## src/design/assert_macros.svh

```systemverilog
// ----------------------------------------------------------------------------
// assert_macros.svh
// shared concurrent assertion macros, clocked on the rising edge and
// disabled while the active-low reset is asserted
// ----------------------------------------------------------------------------
`ifndef ASSERT_MACROS_SVH
`define ASSERT_MACROS_SVH

// condition holds at every edge
`define ASSERT_ALWAYS(label, clk, rst_n, cond, msg) \
	label: assert property (@(posedge clk) disable iff (!rst_n) (cond)) else $error(msg);

// consequent holds in the same cycle as the antecedent
`define ASSERT_IMPLIES(label, clk, rst_n, ante, cons, msg) \
	label: assert property (@(posedge clk) disable iff (!rst_n) (ante) |-> (cons)) \
		else $error(msg);

// consequent holds in the cycle after the antecedent
`define ASSERT_NEXT(label, clk, rst_n, ante, cons, msg) \
	label: assert property (@(posedge clk) disable iff (!rst_n) (ante) |=> (cons)) \
		else $error(msg);

`endif

```

## src/design/ale_pkg.sv

```systemverilog
// ----------------------------------------------------------------------------
// ale_pkg
// codes, field widths and the control store of the array list engine
// ----------------------------------------------------------------------------
package ale_pkg;

	localparam int DEPTH_DEF = 8;

	localparam int OP_W   = 4;
	localparam int POS_W  = 4;
	localparam int DATA_W = 32;
	localparam int AMT_W  = 31;
	localparam int ST_W   = 3;
	localparam int CNT_W  = 4;
	localparam int IDX_W  = 3;
	localparam int BIT_W  = $clog2(AMT_W);
	localparam int UPC_W  = 5;

	// request codes
	localparam logic [OP_W-1:0] OP_INS_FRONT = 4'd0;
	localparam logic [OP_W-1:0] OP_INS_BACK  = 4'd1;
	localparam logic [OP_W-1:0] OP_INS_AT    = 4'd2;
	localparam logic [OP_W-1:0] OP_DEL_FRONT = 4'd3;
	localparam logic [OP_W-1:0] OP_DEL_BACK  = 4'd4;
	localparam logic [OP_W-1:0] OP_DEL_AT    = 4'd5;
	localparam logic [OP_W-1:0] OP_SEARCH    = 4'd6;
	localparam logic [OP_W-1:0] OP_ROTATE    = 4'd7;
	localparam logic [OP_W-1:0] OP_DUMP      = 4'd8;

	// result status codes
	localparam logic [ST_W-1:0] ST_OK       = 3'd0;
	localparam logic [ST_W-1:0] ST_FULL     = 3'd1;
	localparam logic [ST_W-1:0] ST_EMPTY    = 3'd2;
	localparam logic [ST_W-1:0] ST_BADPOS   = 3'd3;
	localparam logic [ST_W-1:0] ST_NOTFOUND = 3'd4;

	// jump conditions
	typedef enum logic [3:0] {
		C_NEVER,
		C_ALWAYS,
		C_PTR_EQ_POS,
		C_PTR1_EQ_FILL,
		C_PTR1_NE_FILL,
		C_PTR_EQ_FILL,
		C_MATCH,
		C_BIT_MORE,
		C_REM_ZERO
	} cond_t;

	typedef enum logic [1:0] {
		IDX_PTR,
		IDX_PTR_M1,
		IDX_PTR_P1
	} rd_idx_t;

	typedef enum logic [1:0] {
		P_HOLD,
		P_INC,
		P_DEC
	} ptr_op_t;

	typedef enum logic [1:0] {
		F_HOLD,
		F_INC,
		F_DEC
	} fill_op_t;

	typedef enum logic [1:0] {
		E_NONE,
		E_STATUS,
		E_ELEM
	} emit_t;

	// one control word
	typedef struct packed {
		cond_t              cond;
		logic [UPC_W-1:0]   target;
		logic               rd_en;
		rd_idx_t            rd_idx;
		logic               wr_en;
		logic               wr_rem;    // write index from the rotate pointer
		logic               wr_other;  // write into the spare bank
		logic               wr_val;    // write the request value, else read data
		ptr_op_t            ptr_op;
		fill_op_t           fill_op;
		logic               mod_step;
		logic               rem_adv;
		logic               bank_flip;
		logic               set_ok;
		emit_t              emit;
		logic               done;
	} cw_t;

	// program entry points and steps
	localparam logic [UPC_W-1:0] U_EMIT    = 5'd0;
	localparam logic [UPC_W-1:0] U_INS     = 5'd1;
	localparam logic [UPC_W-1:0] U_INS_MV  = 5'd2;
	localparam logic [UPC_W-1:0] U_INS_PUT = 5'd3;
	localparam logic [UPC_W-1:0] U_DEL     = 5'd4;
	localparam logic [UPC_W-1:0] U_DEL_MV  = 5'd5;
	localparam logic [UPC_W-1:0] U_DEL_END = 5'd6;
	localparam logic [UPC_W-1:0] U_SRCH    = 5'd7;
	localparam logic [UPC_W-1:0] U_SRCH_CMP = 5'd8;
	localparam logic [UPC_W-1:0] U_SRCH_NXT = 5'd9;
	localparam logic [UPC_W-1:0] U_SRCH_HIT = 5'd10;
	localparam logic [UPC_W-1:0] U_MOD     = 5'd11;
	localparam logic [UPC_W-1:0] U_ROT     = 5'd12;
	localparam logic [UPC_W-1:0] U_ROT_RD  = 5'd13;
	localparam logic [UPC_W-1:0] U_ROT_WR  = 5'd14;
	localparam logic [UPC_W-1:0] U_ROT_END = 5'd15;
	localparam logic [UPC_W-1:0] U_DUMP    = 5'd16;
	localparam logic [UPC_W-1:0] U_DUMP_OUT = 5'd17;

	function automatic cw_t ucode(input logic [UPC_W-1:0] upc);
		cw_t w;
		w = '0;
		case (upc)
			U_INS: begin
				w.cond   = C_PTR_EQ_POS;
				w.target = U_INS_PUT;
				w.rd_en  = 1'b1;
				w.rd_idx = IDX_PTR_M1;
			end
			U_INS_MV: begin
				w.wr_en  = 1'b1;
				w.ptr_op = P_DEC;
				w.cond   = C_ALWAYS;
				w.target = U_INS;
			end
			U_INS_PUT: begin
				w.wr_en   = 1'b1;
				w.wr_val  = 1'b1;
				w.fill_op = F_INC;
				w.cond    = C_ALWAYS;
				w.target  = U_EMIT;
			end
			U_DEL: begin
				w.cond   = C_PTR1_EQ_FILL;
				w.target = U_DEL_END;
				w.rd_en  = 1'b1;
				w.rd_idx = IDX_PTR_P1;
			end
			U_DEL_MV: begin
				w.wr_en  = 1'b1;
				w.ptr_op = P_INC;
				w.cond   = C_ALWAYS;
				w.target = U_DEL;
			end
			U_DEL_END: begin
				w.fill_op = F_DEC;
				w.cond    = C_ALWAYS;
				w.target  = U_EMIT;
			end
			U_SRCH: begin
				w.cond   = C_PTR_EQ_FILL;
				w.target = U_EMIT;
				w.rd_en  = 1'b1;
				w.rd_idx = IDX_PTR;
			end
			U_SRCH_CMP: begin
				w.cond   = C_MATCH;
				w.target = U_SRCH_HIT;
			end
			U_SRCH_NXT: begin
				w.ptr_op = P_INC;
				w.cond   = C_ALWAYS;
				w.target = U_SRCH;
			end
			U_SRCH_HIT: begin
				w.set_ok = 1'b1;
				w.cond   = C_ALWAYS;
				w.target = U_EMIT;
			end
			U_MOD: begin
				w.mod_step = 1'b1;
				w.cond     = C_BIT_MORE;
				w.target   = U_MOD;
			end
			U_ROT: begin
				w.cond   = C_REM_ZERO;
				w.target = U_EMIT;
			end
			U_ROT_RD: begin
				w.cond   = C_PTR_EQ_FILL;
				w.target = U_ROT_END;
				w.rd_en  = 1'b1;
				w.rd_idx = IDX_PTR;
			end
			U_ROT_WR: begin
				w.wr_en    = 1'b1;
				w.wr_rem   = 1'b1;
				w.wr_other = 1'b1;
				w.ptr_op   = P_INC;
				w.rem_adv  = 1'b1;
				w.cond     = C_ALWAYS;
				w.target   = U_ROT_RD;
			end
			U_ROT_END: begin
				w.bank_flip = 1'b1;
				w.cond      = C_ALWAYS;
				w.target    = U_EMIT;
			end
			U_DUMP: begin
				w.rd_en  = 1'b1;
				w.rd_idx = IDX_PTR;
			end
			U_DUMP_OUT: begin
				w.emit   = E_ELEM;
				w.ptr_op = P_INC;
				w.cond   = C_PTR1_NE_FILL;
				w.target = U_DUMP;
				w.done   = 1'b1;
			end
			default: begin
				// status result and back to idle
				w.emit = E_STATUS;
				w.done = 1'b1;
			end
		endcase
		return w;
	endfunction

endpackage

```

## src/design/ale_ram.sv

```systemverilog
// ----------------------------------------------------------------------------
// ale_ram
// generic simple dual-port ram, one write and one registered read port
// ----------------------------------------------------------------------------
module ale_ram #(
	parameter int WIDTH = 32,
	parameter int DEPTH = 16
) (
	input  logic                     clk,
	input  logic                     wr_en,
	input  logic [$clog2(DEPTH)-1:0] wr_addr,
	input  logic [WIDTH-1:0]         wr_data,
	input  logic                     rd_en,
	input  logic [$clog2(DEPTH)-1:0] rd_addr,
	output logic [WIDTH-1:0]         rd_data
);

	logic [WIDTH-1:0] mem_q [DEPTH];

	always_ff @(posedge clk) begin
		if (wr_en) begin
			mem_q[wr_addr] <= wr_data;
		end
		if (rd_en) begin
			rd_data <= mem_q[rd_addr];
		end
	end

endmodule

```

## src/design/array_list_engine.sv

```systemverilog
// ----------------------------------------------------------------------------
// array_list_engine
// packed list of signed 32-bit words run by a small microcoded sequencer:
// insert, delete, search, rotate right and dump, one request at a time
// ----------------------------------------------------------------------------
//
//  channel   handshake            payload
//  --------  -------------------  ------------------------------------------
//  request   start && !busy       op, position, data_value, rotate_amount
//  result    valid (one cycle)    status, entry_count, found_index, element,
//                                 last
//
// sequence per request, while busy:
//   insert and delete move the entries above the position, search scans the list,
//   rotate does a bit-serial modulo of the amount, then a copy pass; dump reads all
//   errors and trivial cases go straight to the status step
// the loop bound is the single read port of the list ram: each entry move is
// a read, then a write of the registered read data
// reset clears the entry count and the bank select; ram contents need none
// results cannot be stalled; the next request is taken as soon as busy drops,
// while the last result beat is still on the result ports
`include "assert_macros.svh"

module array_list_engine #(
	parameter int DEPTH = ale_pkg::DEPTH_DEF
) (
	input  logic                            clk,
	input  logic                            arst_n,
	input  logic                            start,
	output logic                            busy,
	input  logic [ale_pkg::OP_W-1:0]        op,
	input  logic [ale_pkg::POS_W-1:0]       position,
	input  logic signed [ale_pkg::DATA_W-1:0] data_value,
	input  logic [ale_pkg::AMT_W-1:0]       rotate_amount,
	output logic                            valid,
	output logic [ale_pkg::ST_W-1:0]        status,
	output logic [ale_pkg::CNT_W-1:0]       entry_count,
	output logic [ale_pkg::IDX_W-1:0]       found_index,
	output logic signed [ale_pkg::DATA_W-1:0] element,
	output logic                            last
);

	localparam int CW        = $clog2(DEPTH + 1);   // count and pointer width
	localparam int IW        = $clog2(DEPTH);       // entry index width
	localparam int RAM_DEPTH = 2 * (1 << IW);       // two banks for rotate
	localparam int AW        = IW + 1;
	localparam int XW        = CW + ale_pkg::POS_W;
	localparam logic [CW-1:0] FILL_MAX = CW'(DEPTH);

	// sequencer state
	logic                        busy_q;
	logic [ale_pkg::UPC_W-1:0]   upc_q;
	ale_pkg::cw_t                cw;
	logic                        take;
	logic                        accept;

	// list state
	logic [CW-1:0]               fill_q;
	logic                        bank_q;

	// per-request datapath registers
	logic [CW-1:0]               ptr_q;
	logic [CW-1:0]               pos_q;
	logic [ale_pkg::ST_W-1:0]    status_q;
	logic                        srch_q;
	logic [ale_pkg::DATA_W-1:0]  val_q;
	logic [ale_pkg::AMT_W-1:0]   amt_q;
	logic [ale_pkg::BIT_W-1:0]   bitcnt_q;
	logic [CW-1:0]               rem_q;

	// result registers
	logic                        valid_q;
	logic [ale_pkg::ST_W-1:0]    res_status_q;
	logic [ale_pkg::CNT_W-1:0]   res_count_q;
	logic [ale_pkg::IDX_W-1:0]   res_found_q;
	logic [ale_pkg::DATA_W-1:0]  res_elem_q;
	logic                        res_last_q;

	// request decode
	logic [ale_pkg::UPC_W-1:0]   d_upc;
	logic [ale_pkg::ST_W-1:0]    d_status;
	logic [CW-1:0]               d_pos;
	logic [CW-1:0]               d_ptr;
	logic                        d_srch;
	logic [XW-1:0]               pos_x;
	logic [XW-1:0]               fill_x;
	logic [XW-1:0]               tgt_x;

	// datapath arithmetic
	logic [CW:0]                 fill_w;
	logic [CW:0]                 ptr_p1;
	logic [CW-1:0]               ptr_m1;
	logic [CW:0]                 trial;
	logic [CW-1:0]               mod_next;
	logic [CW:0]                 rem_p1;
	logic [CW-1:0]               rem_wrap;

	// ram ports
	logic                        ram_wr_en;
	logic [AW-1:0]               ram_wr_addr;
	logic [ale_pkg::DATA_W-1:0]  ram_wr_data;
	logic                        ram_rd_en;
	logic [AW-1:0]               ram_rd_addr;
	logic [ale_pkg::DATA_W-1:0]  ram_rd_data;
	logic [IW-1:0]               rd_idx;
	logic [IW-1:0]               wr_idx;

	assign accept = start && !busy_q;
	assign cw     = ale_pkg::ucode(upc_q);

	// ------------------------------------------------------------------
	// request decode: error checks, normalized position and entry point
	// ------------------------------------------------------------------
	always_comb begin
		d_upc    = ale_pkg::U_EMIT;
		d_status = ale_pkg::ST_OK;
		d_pos    = '0;
		d_ptr    = '0;
		d_srch   = 1'b0;
		pos_x    = XW'(position);
		fill_x   = XW'(fill_q);
		tgt_x    = pos_x;
		case (op)
			ale_pkg::OP_INS_FRONT, ale_pkg::OP_INS_BACK, ale_pkg::OP_INS_AT: begin
				if (op == ale_pkg::OP_INS_FRONT) begin
					tgt_x = '0;
				end else if (op == ale_pkg::OP_INS_BACK) begin
					tgt_x = fill_x;
				end
				if (fill_q >= FILL_MAX) begin
					d_status = ale_pkg::ST_FULL;
				end else if (tgt_x > fill_x) begin
					d_status = ale_pkg::ST_BADPOS;
				end else begin
					// shift down from the top toward the insert slot
					d_upc = ale_pkg::U_INS;
					d_pos = CW'(tgt_x);
					d_ptr = fill_q;
				end
			end
			ale_pkg::OP_DEL_FRONT, ale_pkg::OP_DEL_BACK, ale_pkg::OP_DEL_AT: begin
				if (op == ale_pkg::OP_DEL_FRONT) begin
					tgt_x = '0;
				end else if (op == ale_pkg::OP_DEL_BACK) begin
					tgt_x = fill_x - XW'(1);
				end
				if (fill_q == '0) begin
					d_status = ale_pkg::ST_EMPTY;
				end else if (tgt_x >= fill_x) begin
					d_status = ale_pkg::ST_BADPOS;
				end else begin
					// close the gap upward from the deleted slot
					d_upc = ale_pkg::U_DEL;
					d_pos = CW'(tgt_x);
					d_ptr = CW'(tgt_x);
				end
			end
			ale_pkg::OP_SEARCH: begin
				// a miss falls out of the scan with this status
				d_status = ale_pkg::ST_NOTFOUND;
				d_upc    = ale_pkg::U_SRCH;
				d_srch   = 1'b1;
			end
			ale_pkg::OP_ROTATE: begin
				// nothing to rotate on an empty list
				if (fill_q != '0) begin
					d_upc = ale_pkg::U_MOD;
				end
			end
			ale_pkg::OP_DUMP: begin
				if (fill_q == '0) begin
					d_status = ale_pkg::ST_EMPTY;
				end else begin
					d_upc = ale_pkg::U_DUMP;
				end
			end
			default: begin
				d_status = ale_pkg::ST_BADPOS;
			end
		endcase
	end

	// ------------------------------------------------------------------
	// datapath arithmetic
	// ------------------------------------------------------------------
	assign fill_w = {1'b0, fill_q};
	assign ptr_p1 = {1'b0, ptr_q} + (CW + 1)'(1);
	assign ptr_m1 = ptr_q - CW'(1);

	// one restoring step of amount modulo count, msb of the amount first
	assign trial    = {rem_q, amt_q[ale_pkg::AMT_W-1]};
	assign mod_next = (trial >= fill_w) ? CW'(trial - fill_w) : CW'(trial);

	// rotate destination pointer wraps at the count
	assign rem_p1   = {1'b0, rem_q} + (CW + 1)'(1);
	assign rem_wrap = (rem_p1 == fill_w) ? '0 : CW'(rem_p1);

	// jump condition
	always_comb begin
		case (cw.cond)
			ale_pkg::C_NEVER:        take = 1'b0;
			ale_pkg::C_ALWAYS:       take = 1'b1;
			ale_pkg::C_PTR_EQ_POS:   take = (ptr_q == pos_q);
			ale_pkg::C_PTR1_EQ_FILL: take = (ptr_p1 == fill_w);
			ale_pkg::C_PTR1_NE_FILL: take = (ptr_p1 != fill_w);
			ale_pkg::C_PTR_EQ_FILL:  take = (ptr_q == fill_q);
			ale_pkg::C_MATCH:        take = (ram_rd_data == val_q);
			ale_pkg::C_BIT_MORE:     take = (bitcnt_q != '0);
			ale_pkg::C_REM_ZERO:     take = (rem_q == '0);
			default:                 take = 1'b0;
		endcase
	end

	// ------------------------------------------------------------------
	// list ram: the live bank is picked by bank_q, rotate fills the other
	// ------------------------------------------------------------------
	always_comb begin
		case (cw.rd_idx)
			ale_pkg::IDX_PTR_M1: rd_idx = IW'(ptr_m1);
			ale_pkg::IDX_PTR_P1: rd_idx = IW'(ptr_p1);
			default:             rd_idx = IW'(ptr_q);
		endcase
	end

	assign wr_idx      = cw.wr_rem ? IW'(rem_q) : IW'(ptr_q);
	assign ram_rd_en   = busy_q && cw.rd_en;
	assign ram_rd_addr = {bank_q, rd_idx};
	assign ram_wr_en   = busy_q && cw.wr_en;
	assign ram_wr_addr = {bank_q ^ cw.wr_other, wr_idx};
	assign ram_wr_data = cw.wr_val ? val_q : ram_rd_data;

	ale_ram #(
		.WIDTH (ale_pkg::DATA_W),
		.DEPTH (RAM_DEPTH)
	) u_list_ram (
		.clk     (clk),
		.wr_en   (ram_wr_en),
		.wr_addr (ram_wr_addr),
		.wr_data (ram_wr_data),
		.rd_en   (ram_rd_en),
		.rd_addr (ram_rd_addr),
		.rd_data (ram_rd_data)
	);

	// ------------------------------------------------------------------
	// sequencer, list state and result strobe
	// ------------------------------------------------------------------
	always_ff @(posedge clk or negedge arst_n) begin
		if (!arst_n) begin
			busy_q  <= 1'b0;
			upc_q   <= ale_pkg::U_EMIT;
			valid_q <= 1'b0;
			fill_q  <= '0;
			bank_q  <= 1'b0;
		end else begin
			valid_q <= busy_q && (cw.emit != ale_pkg::E_NONE);
			if (accept) begin
				busy_q <= 1'b1;
				upc_q  <= d_upc;
			end else if (busy_q) begin
				if (take) begin
					upc_q <= cw.target;
				end else if (cw.done) begin
					busy_q <= 1'b0;
				end else begin
					upc_q <= upc_q + ale_pkg::UPC_W'(1);
				end
				case (cw.fill_op)
					ale_pkg::F_INC: fill_q <= fill_q + CW'(1);
					ale_pkg::F_DEC: fill_q <= fill_q - CW'(1);
					default:        fill_q <= fill_q;
				endcase
				if (cw.bank_flip) begin
					bank_q <= !bank_q;
				end
			end
		end
	end

	// ------------------------------------------------------------------
	// per-request registers and result payload
	// ------------------------------------------------------------------
	always_ff @(posedge clk) begin
		if (accept) begin
			ptr_q    <= d_ptr;
			pos_q    <= d_pos;
			status_q <= d_status;
			srch_q   <= d_srch;
			val_q    <= data_value;
			amt_q    <= rotate_amount;
			bitcnt_q <= ale_pkg::BIT_W'(ale_pkg::AMT_W - 1);
			rem_q    <= '0;
		end else if (busy_q) begin
			case (cw.ptr_op)
				ale_pkg::P_INC: ptr_q <= CW'(ptr_p1);
				ale_pkg::P_DEC: ptr_q <= ptr_m1;
				default:        ptr_q <= ptr_q;
			endcase
			if (cw.mod_step) begin
				rem_q    <= mod_next;
				amt_q    <= amt_q << 1;
				bitcnt_q <= bitcnt_q - ale_pkg::BIT_W'(1);
			end else if (cw.rem_adv) begin
				rem_q <= rem_wrap;
			end
			if (cw.set_ok) begin
				status_q <= ale_pkg::ST_OK;
			end
		end

		if (busy_q) begin
			case (cw.emit)
				ale_pkg::E_STATUS: begin
					res_status_q <= status_q;
					res_count_q  <= ale_pkg::CNT_W'(fill_q);
					// index only for a search hit, ptr stays on the match
					res_found_q  <= (srch_q && (status_q == ale_pkg::ST_OK)) ?
						ale_pkg::IDX_W'(ptr_q) : '0;
					res_elem_q   <= '0;
					res_last_q   <= 1'b1;
				end
				ale_pkg::E_ELEM: begin
					res_status_q <= ale_pkg::ST_OK;
					res_count_q  <= ale_pkg::CNT_W'(fill_q);
					res_found_q  <= '0;
					res_elem_q   <= ram_rd_data;
					res_last_q   <= (ptr_p1 == fill_w);
				end
				default: begin
					res_status_q <= res_status_q;
				end
			endcase
		end
	end

	assign busy        = busy_q;
	assign valid       = valid_q;
	assign status      = res_status_q;
	assign entry_count = res_count_q;
	assign found_index = res_found_q;
	assign element     = $signed(res_elem_q);
	assign last        = res_last_q;

	// ------------------------------------------------------------------
	// assertions
	// ------------------------------------------------------------------
	`ASSERT_ALWAYS(a_fill_range, clk, arst_n, fill_q <= FILL_MAX, "entry count above depth")
	`ASSERT_NEXT(a_accept_busy, clk, arst_n, accept, busy_q, "accepted request not running")
	`ASSERT_IMPLIES(a_last_idle, clk, arst_n, valid_q && res_last_q, !busy_q,
		"sequencer still busy on final beat")
	`ASSERT_IMPLIES(a_beat_busy, clk, arst_n, valid_q, $past(busy_q),
		"result beat without a running request")
	`ASSERT_IMPLIES(a_found_ok, clk, arst_n,
		valid_q && (res_status_q != ale_pkg::ST_OK), res_found_q == '0,
		"found index set on a failed request")

endmodule
```

## config.mk

```make
export PLATFORM = sky130hd
export DESIGN_NAME = array_list_engine
export DESIGN_NICKNAME = d
export VERILOG_FILES = /design/src/design/ale_pkg.sv /design/src/design/ale_ram.sv /design/src/design/array_list_engine.sv
export VERILOG_INCLUDE_DIRS = /design/src /design/src/design
export SDC_FILE = /design/constraint.sdc
export NUM_CORES = 1
export LEC_CHECK = 0
export BUFFER_PORTS_ARGS = -buffer_cell sky130_fd_sc_hd__buf_2
export CAP_MARGIN = 40
export CORE_MARGIN = 5
export CORE_UTILIZATION = 50
export CTS_CLUSTER_SIZE = 16
export DETAILED_ROUTE_END_ITERATION = 8
export GPL_TIMING_DRIVEN = 0
export PLACE_DENSITY_LB_ADDON = 0.1
export SLEW_MARGIN = 15
export SYNTH_ARGS = -nofsm -noshare
export SYNTH_HDL_FRONTEND = slang
export SYNTH_SLANG_ARGS = --single-unit
```

## constraint.sdc

```tcl
create_clock -name clk -period 7.5 [get_ports clk]
set_clock_uncertainty 0.2 [all_clocks]
set_input_delay 0.75 -clock clk [delete_from_list [all_inputs] [get_ports clk]]
set_output_delay 0.75 -clock clk [all_outputs]
set_load 0.005 [all_outputs]
```

==> run_results.csv <==
group,metric,value,unit
timing,final_max_slew_viol_count,0,
synthesis,synth_compound_area_share,3.25,%
route,avgRoutedWirePerCell,28.2,µm
clock_network,post_cts_buffers,0,
worst_setup_path,crit_chain,"ha_1 > buf_2 > nand2b_1 > nor2_1 > clkbuf_1 > inv_1 > ha_1 > nor2b_1 > o21ai_2 > o31a_1 > nand4_1 > and4b_1 > o21ai_2 > a31o_4 > inv_2 > and2_1 > a32oi_1",
clock_network,htree_levels,3,
route,num_vias,15400,
route,first_pass_iters,5,
timing,finalSetupViolCount,0,
synthesis,yosys.area.top_type_share,70.0,%
timing,max_slew.worst_pin.slew,0.974,ns
timing,whs,0.110,ns
timing,finalCritPeriodShare,63.4,%
worst_hold_path,hp-class,"input pin to flip-flop",
synthesis,synth_top_flop_cell,"edfxtp_1",
global_routing,grt_use_total,24.1,%
floorplan,pin_count,119,
synthesis,async_reset_ff_share,1.76,%
route,ant_nets,0,
synthesis,ys_top_cells_by_area,"edfxtp_1 (70%), mux4_2 (13%), nand2_1 (1.7%)",
power_and_ir_drop,ir_drop,0.000233,V
clock_network,path_clk_slew,0.06,ns
synthesis,syn_nets,1649,
clock_network,cts_buffer_depth,3,
layout,drive_gt1_share,29.3,%
route,drtIter0Drc,1597,
synthesis,synth_top_area_cell,"edfxtp_1",
clock_network,cts_tree,"yes",
timing,rsz0062_at_grt,"no",
synthesis,yosys_warnings,0,
power_and_ir_drop,cellLeakagePower,11.1,nW
worst_setup_path,path_delay_family,"simple AND/OR/NAND/NOR gates",
placed_design,dp_hpwl,48.8,mm
floorplan,die_h,248,µm
timing,fin_ws,2.74,ns
synthesis,yosys.area_share.simple,5.64,%
synthesis,synth_seq_cells,683,
worst_setup_path,cp.arrival,5.08,ns
clock_network,cts_root_buf,"clkbuf_16",
floorplan,rows,87,
floorplan,die_x,248,µm
layout,areaGrowthSynthToFinish,17.3,%
synthesis,synth_edf_count,662,
clock_network,cts_made_buffers,73,
global_routing,grt_overflow,0,
power_and_ir_drop,p_per_area,446,nW/µm²
worst_setup_path,required,7.82,ns
route,drc,0,
clock_network,clock_latency,0.62,ns
global_routing,grt_pass1_wl,106,mm
floorplan,core,56300,µm²
worst_setup_path,cpMaxStageDelayCell,"nor2_1",
layout,nets,1891,
synthesis,synth.avg_cell_area,18.4,µm²
power_and_ir_drop,p_total,14.8,mW
timing,finalSetupTns,0,ns
synthesis,synthCells,1546,
synthesis,synth_top_family_by_area,"multiplexers",
synthesis,synth-seq-area-share,71.7,%
floorplan,initial_core_util,50.4,%
worst_setup_path,path_max_fanout,10,
floorplan,die_area,61600,µm²
worst_setup_path,start_kind,"flip-flop",
synthesis,synthMuxAreaShare,14.2,%
synthesis,synthDistinctLibCells,75,
clock_network,cts_sinks,683,
job,cap_violations,0,
route,drt-total-wl,73.4,mm
global_routing,grt_start_max_net_pins,33,
synthesis,synth_xor_area_share,1.97,%
worst_setup_path,max_stage_delay,0.65,ns
placed_design,gp_congestion,0.867,
timing,max_slew_margin,34.4,%
route,viasPerCell,5.92,
outcome,status,"finished, final reports clean",
timing,period_needed,4.76,ns
placed_design,place_ws,2.67,ns
synthesis,synthAdderAreaFrac,1.33,%
placed_design,numPortBuffers,117,
worst_setup_path,path_class,"flip-flop to flip-flop",
worst_setup_path,path_buf_inv,4,
timing,fmax,210,MHz
clock_network,ctsResizeCount,0,
layout,num_antenna_cells,0,
synthesis,syn_area,28400,µm²
global_routing,grt_pass1_vias,15600,
global_routing,antenna_found_initial,0,
worst_setup_path,endpoint_kind,"flip-flop",
timing,finalHoldViolCount,0,
[metrics by stage]
step,util (%),cell area [µm²],std cells
after floorplan,-,28400,1546
after global placement,53.2,29900,2419
after detailed placement,55.0,30900,2463
after CTS,59.1,33300,2598
after global routing,59.2,33300,2603
final,59.2,33300,2603
[final timing paths]
path,from,end,slack (ns),cells after the start
worst min register to register,bitcnt_q[3],bitcnt_q[3],0.30,2
worst max-delay path,upc_q[1],upc_q[2],2.74,17
min in group asynchronous,arst_n,bank_q,0.41,2
max in group asynchronous,arst_n,upc_q[0],6.40,2
worst min-delay path,data_value[12],val_q[12],0.11,1
worst max register to register,upc_q[1],upc_q[2],2.74,17
[layout make-up]
type,instances,area [µm²]
sequential,683,20400
multi-input combinational,756,7630
tap,756,946
timing repair buffer,167,1500
clock inverter,47,402
inverter,25,93.8
fill,4217,23000
clock buffer,87,1920
buffer,82,443
[what timing repair did]
item	CTS	global route
endpoints found under the setup margin	0	0
hold buffers	1	0
hold endpoints to repair	12	0
[cell usage after synthesis, types with 7 or more instances]
| cell type | number |
|---|---|
| edfxtp_1 | 662 |
| mux4_2 | 160 |
| nand2_1 | 131 |
| xnor2_1 | 52 |
| nor2_1 | 50 |
| and2_1 | 43 |
| clkbuf_1 | 33 |
| mux2_2 | 32 |
| o21ai_0 | 31 |
| ha_1 | 27 |
| buf_2 | 25 |
| a21oi_1 | 23 |
| inv_1 | 22 |
| nor3_1 | 20 |
| nand3_1 | 17 |
| nor2b_1 | 13 |
| buf_4 | 12 |
| dfrtp_1 | 12 |
| xor2_1 | 12 |
| nand2b_1 | 11 |
| nand4_1 | 11 |
| dfxtp_1 | 9 |
| o22ai_1 | 9 |
| a22oi_1 | 7 |
| buf_6 | 7 |
| mux2i_1 | 7 |
[sequential cells by signal (all words and copies together) (netlist names)]
register and cells:
busy 1, srch_q 1, upc_q 5, amt_q 31, bitcnt_q 5, status 3, u_list_ram.rd_data 32, status_q 3
bank_q 1, fill_q 4, last 1, u_list_ram.mem_q 512, valid 1, found_index 3, element 32, ptr_q 4
pos_q 4, val_q 32, entry_count 4, rem_q 4
[layer usage]
layer / GRT usage (%) / part of all wire (%)
met3: 3.53 / 6.1
met5: 0 / 0
met2: 40.4 / 50
met1: 33.9 / 42
met4: 5.79 / 1.6
[cells by family after synthesis]
kind of cell,count (synthesis)
flops,683
simple gates,329
mux,199
compound gates,135
buf+inv,107
xor+xnor,64
fa+ha+maj,29
[layout by cell type, fill, tap and decap left out, types with 17 or more instances in the layout]
cell type	count
edfxtp_1	662
buf_16	18
and2_1	42
nand3_1	17
ha_1	27
o21ai_0	31
clkinv_1	21
inv_1	22
nor3_1	20
mux2_2	32
clkbuf_1	43
clkbuf_16	75
xnor2_1	52
mux4_2	160
nor2_1	34
nand2_1	131
a21oi_1	23
buf_2	147
[where the power goes]
| group | total [mW] | internal [mW] | switching [mW] |
|---|---|---|---|
| clock network | 3.51 | 2.02 | 1.49 |
| logic | 5.80 | 2.52 | 3.27 |
| registers | 5.53 | 5.30 | 0.230 |
(Power assumes the default switching activity.)
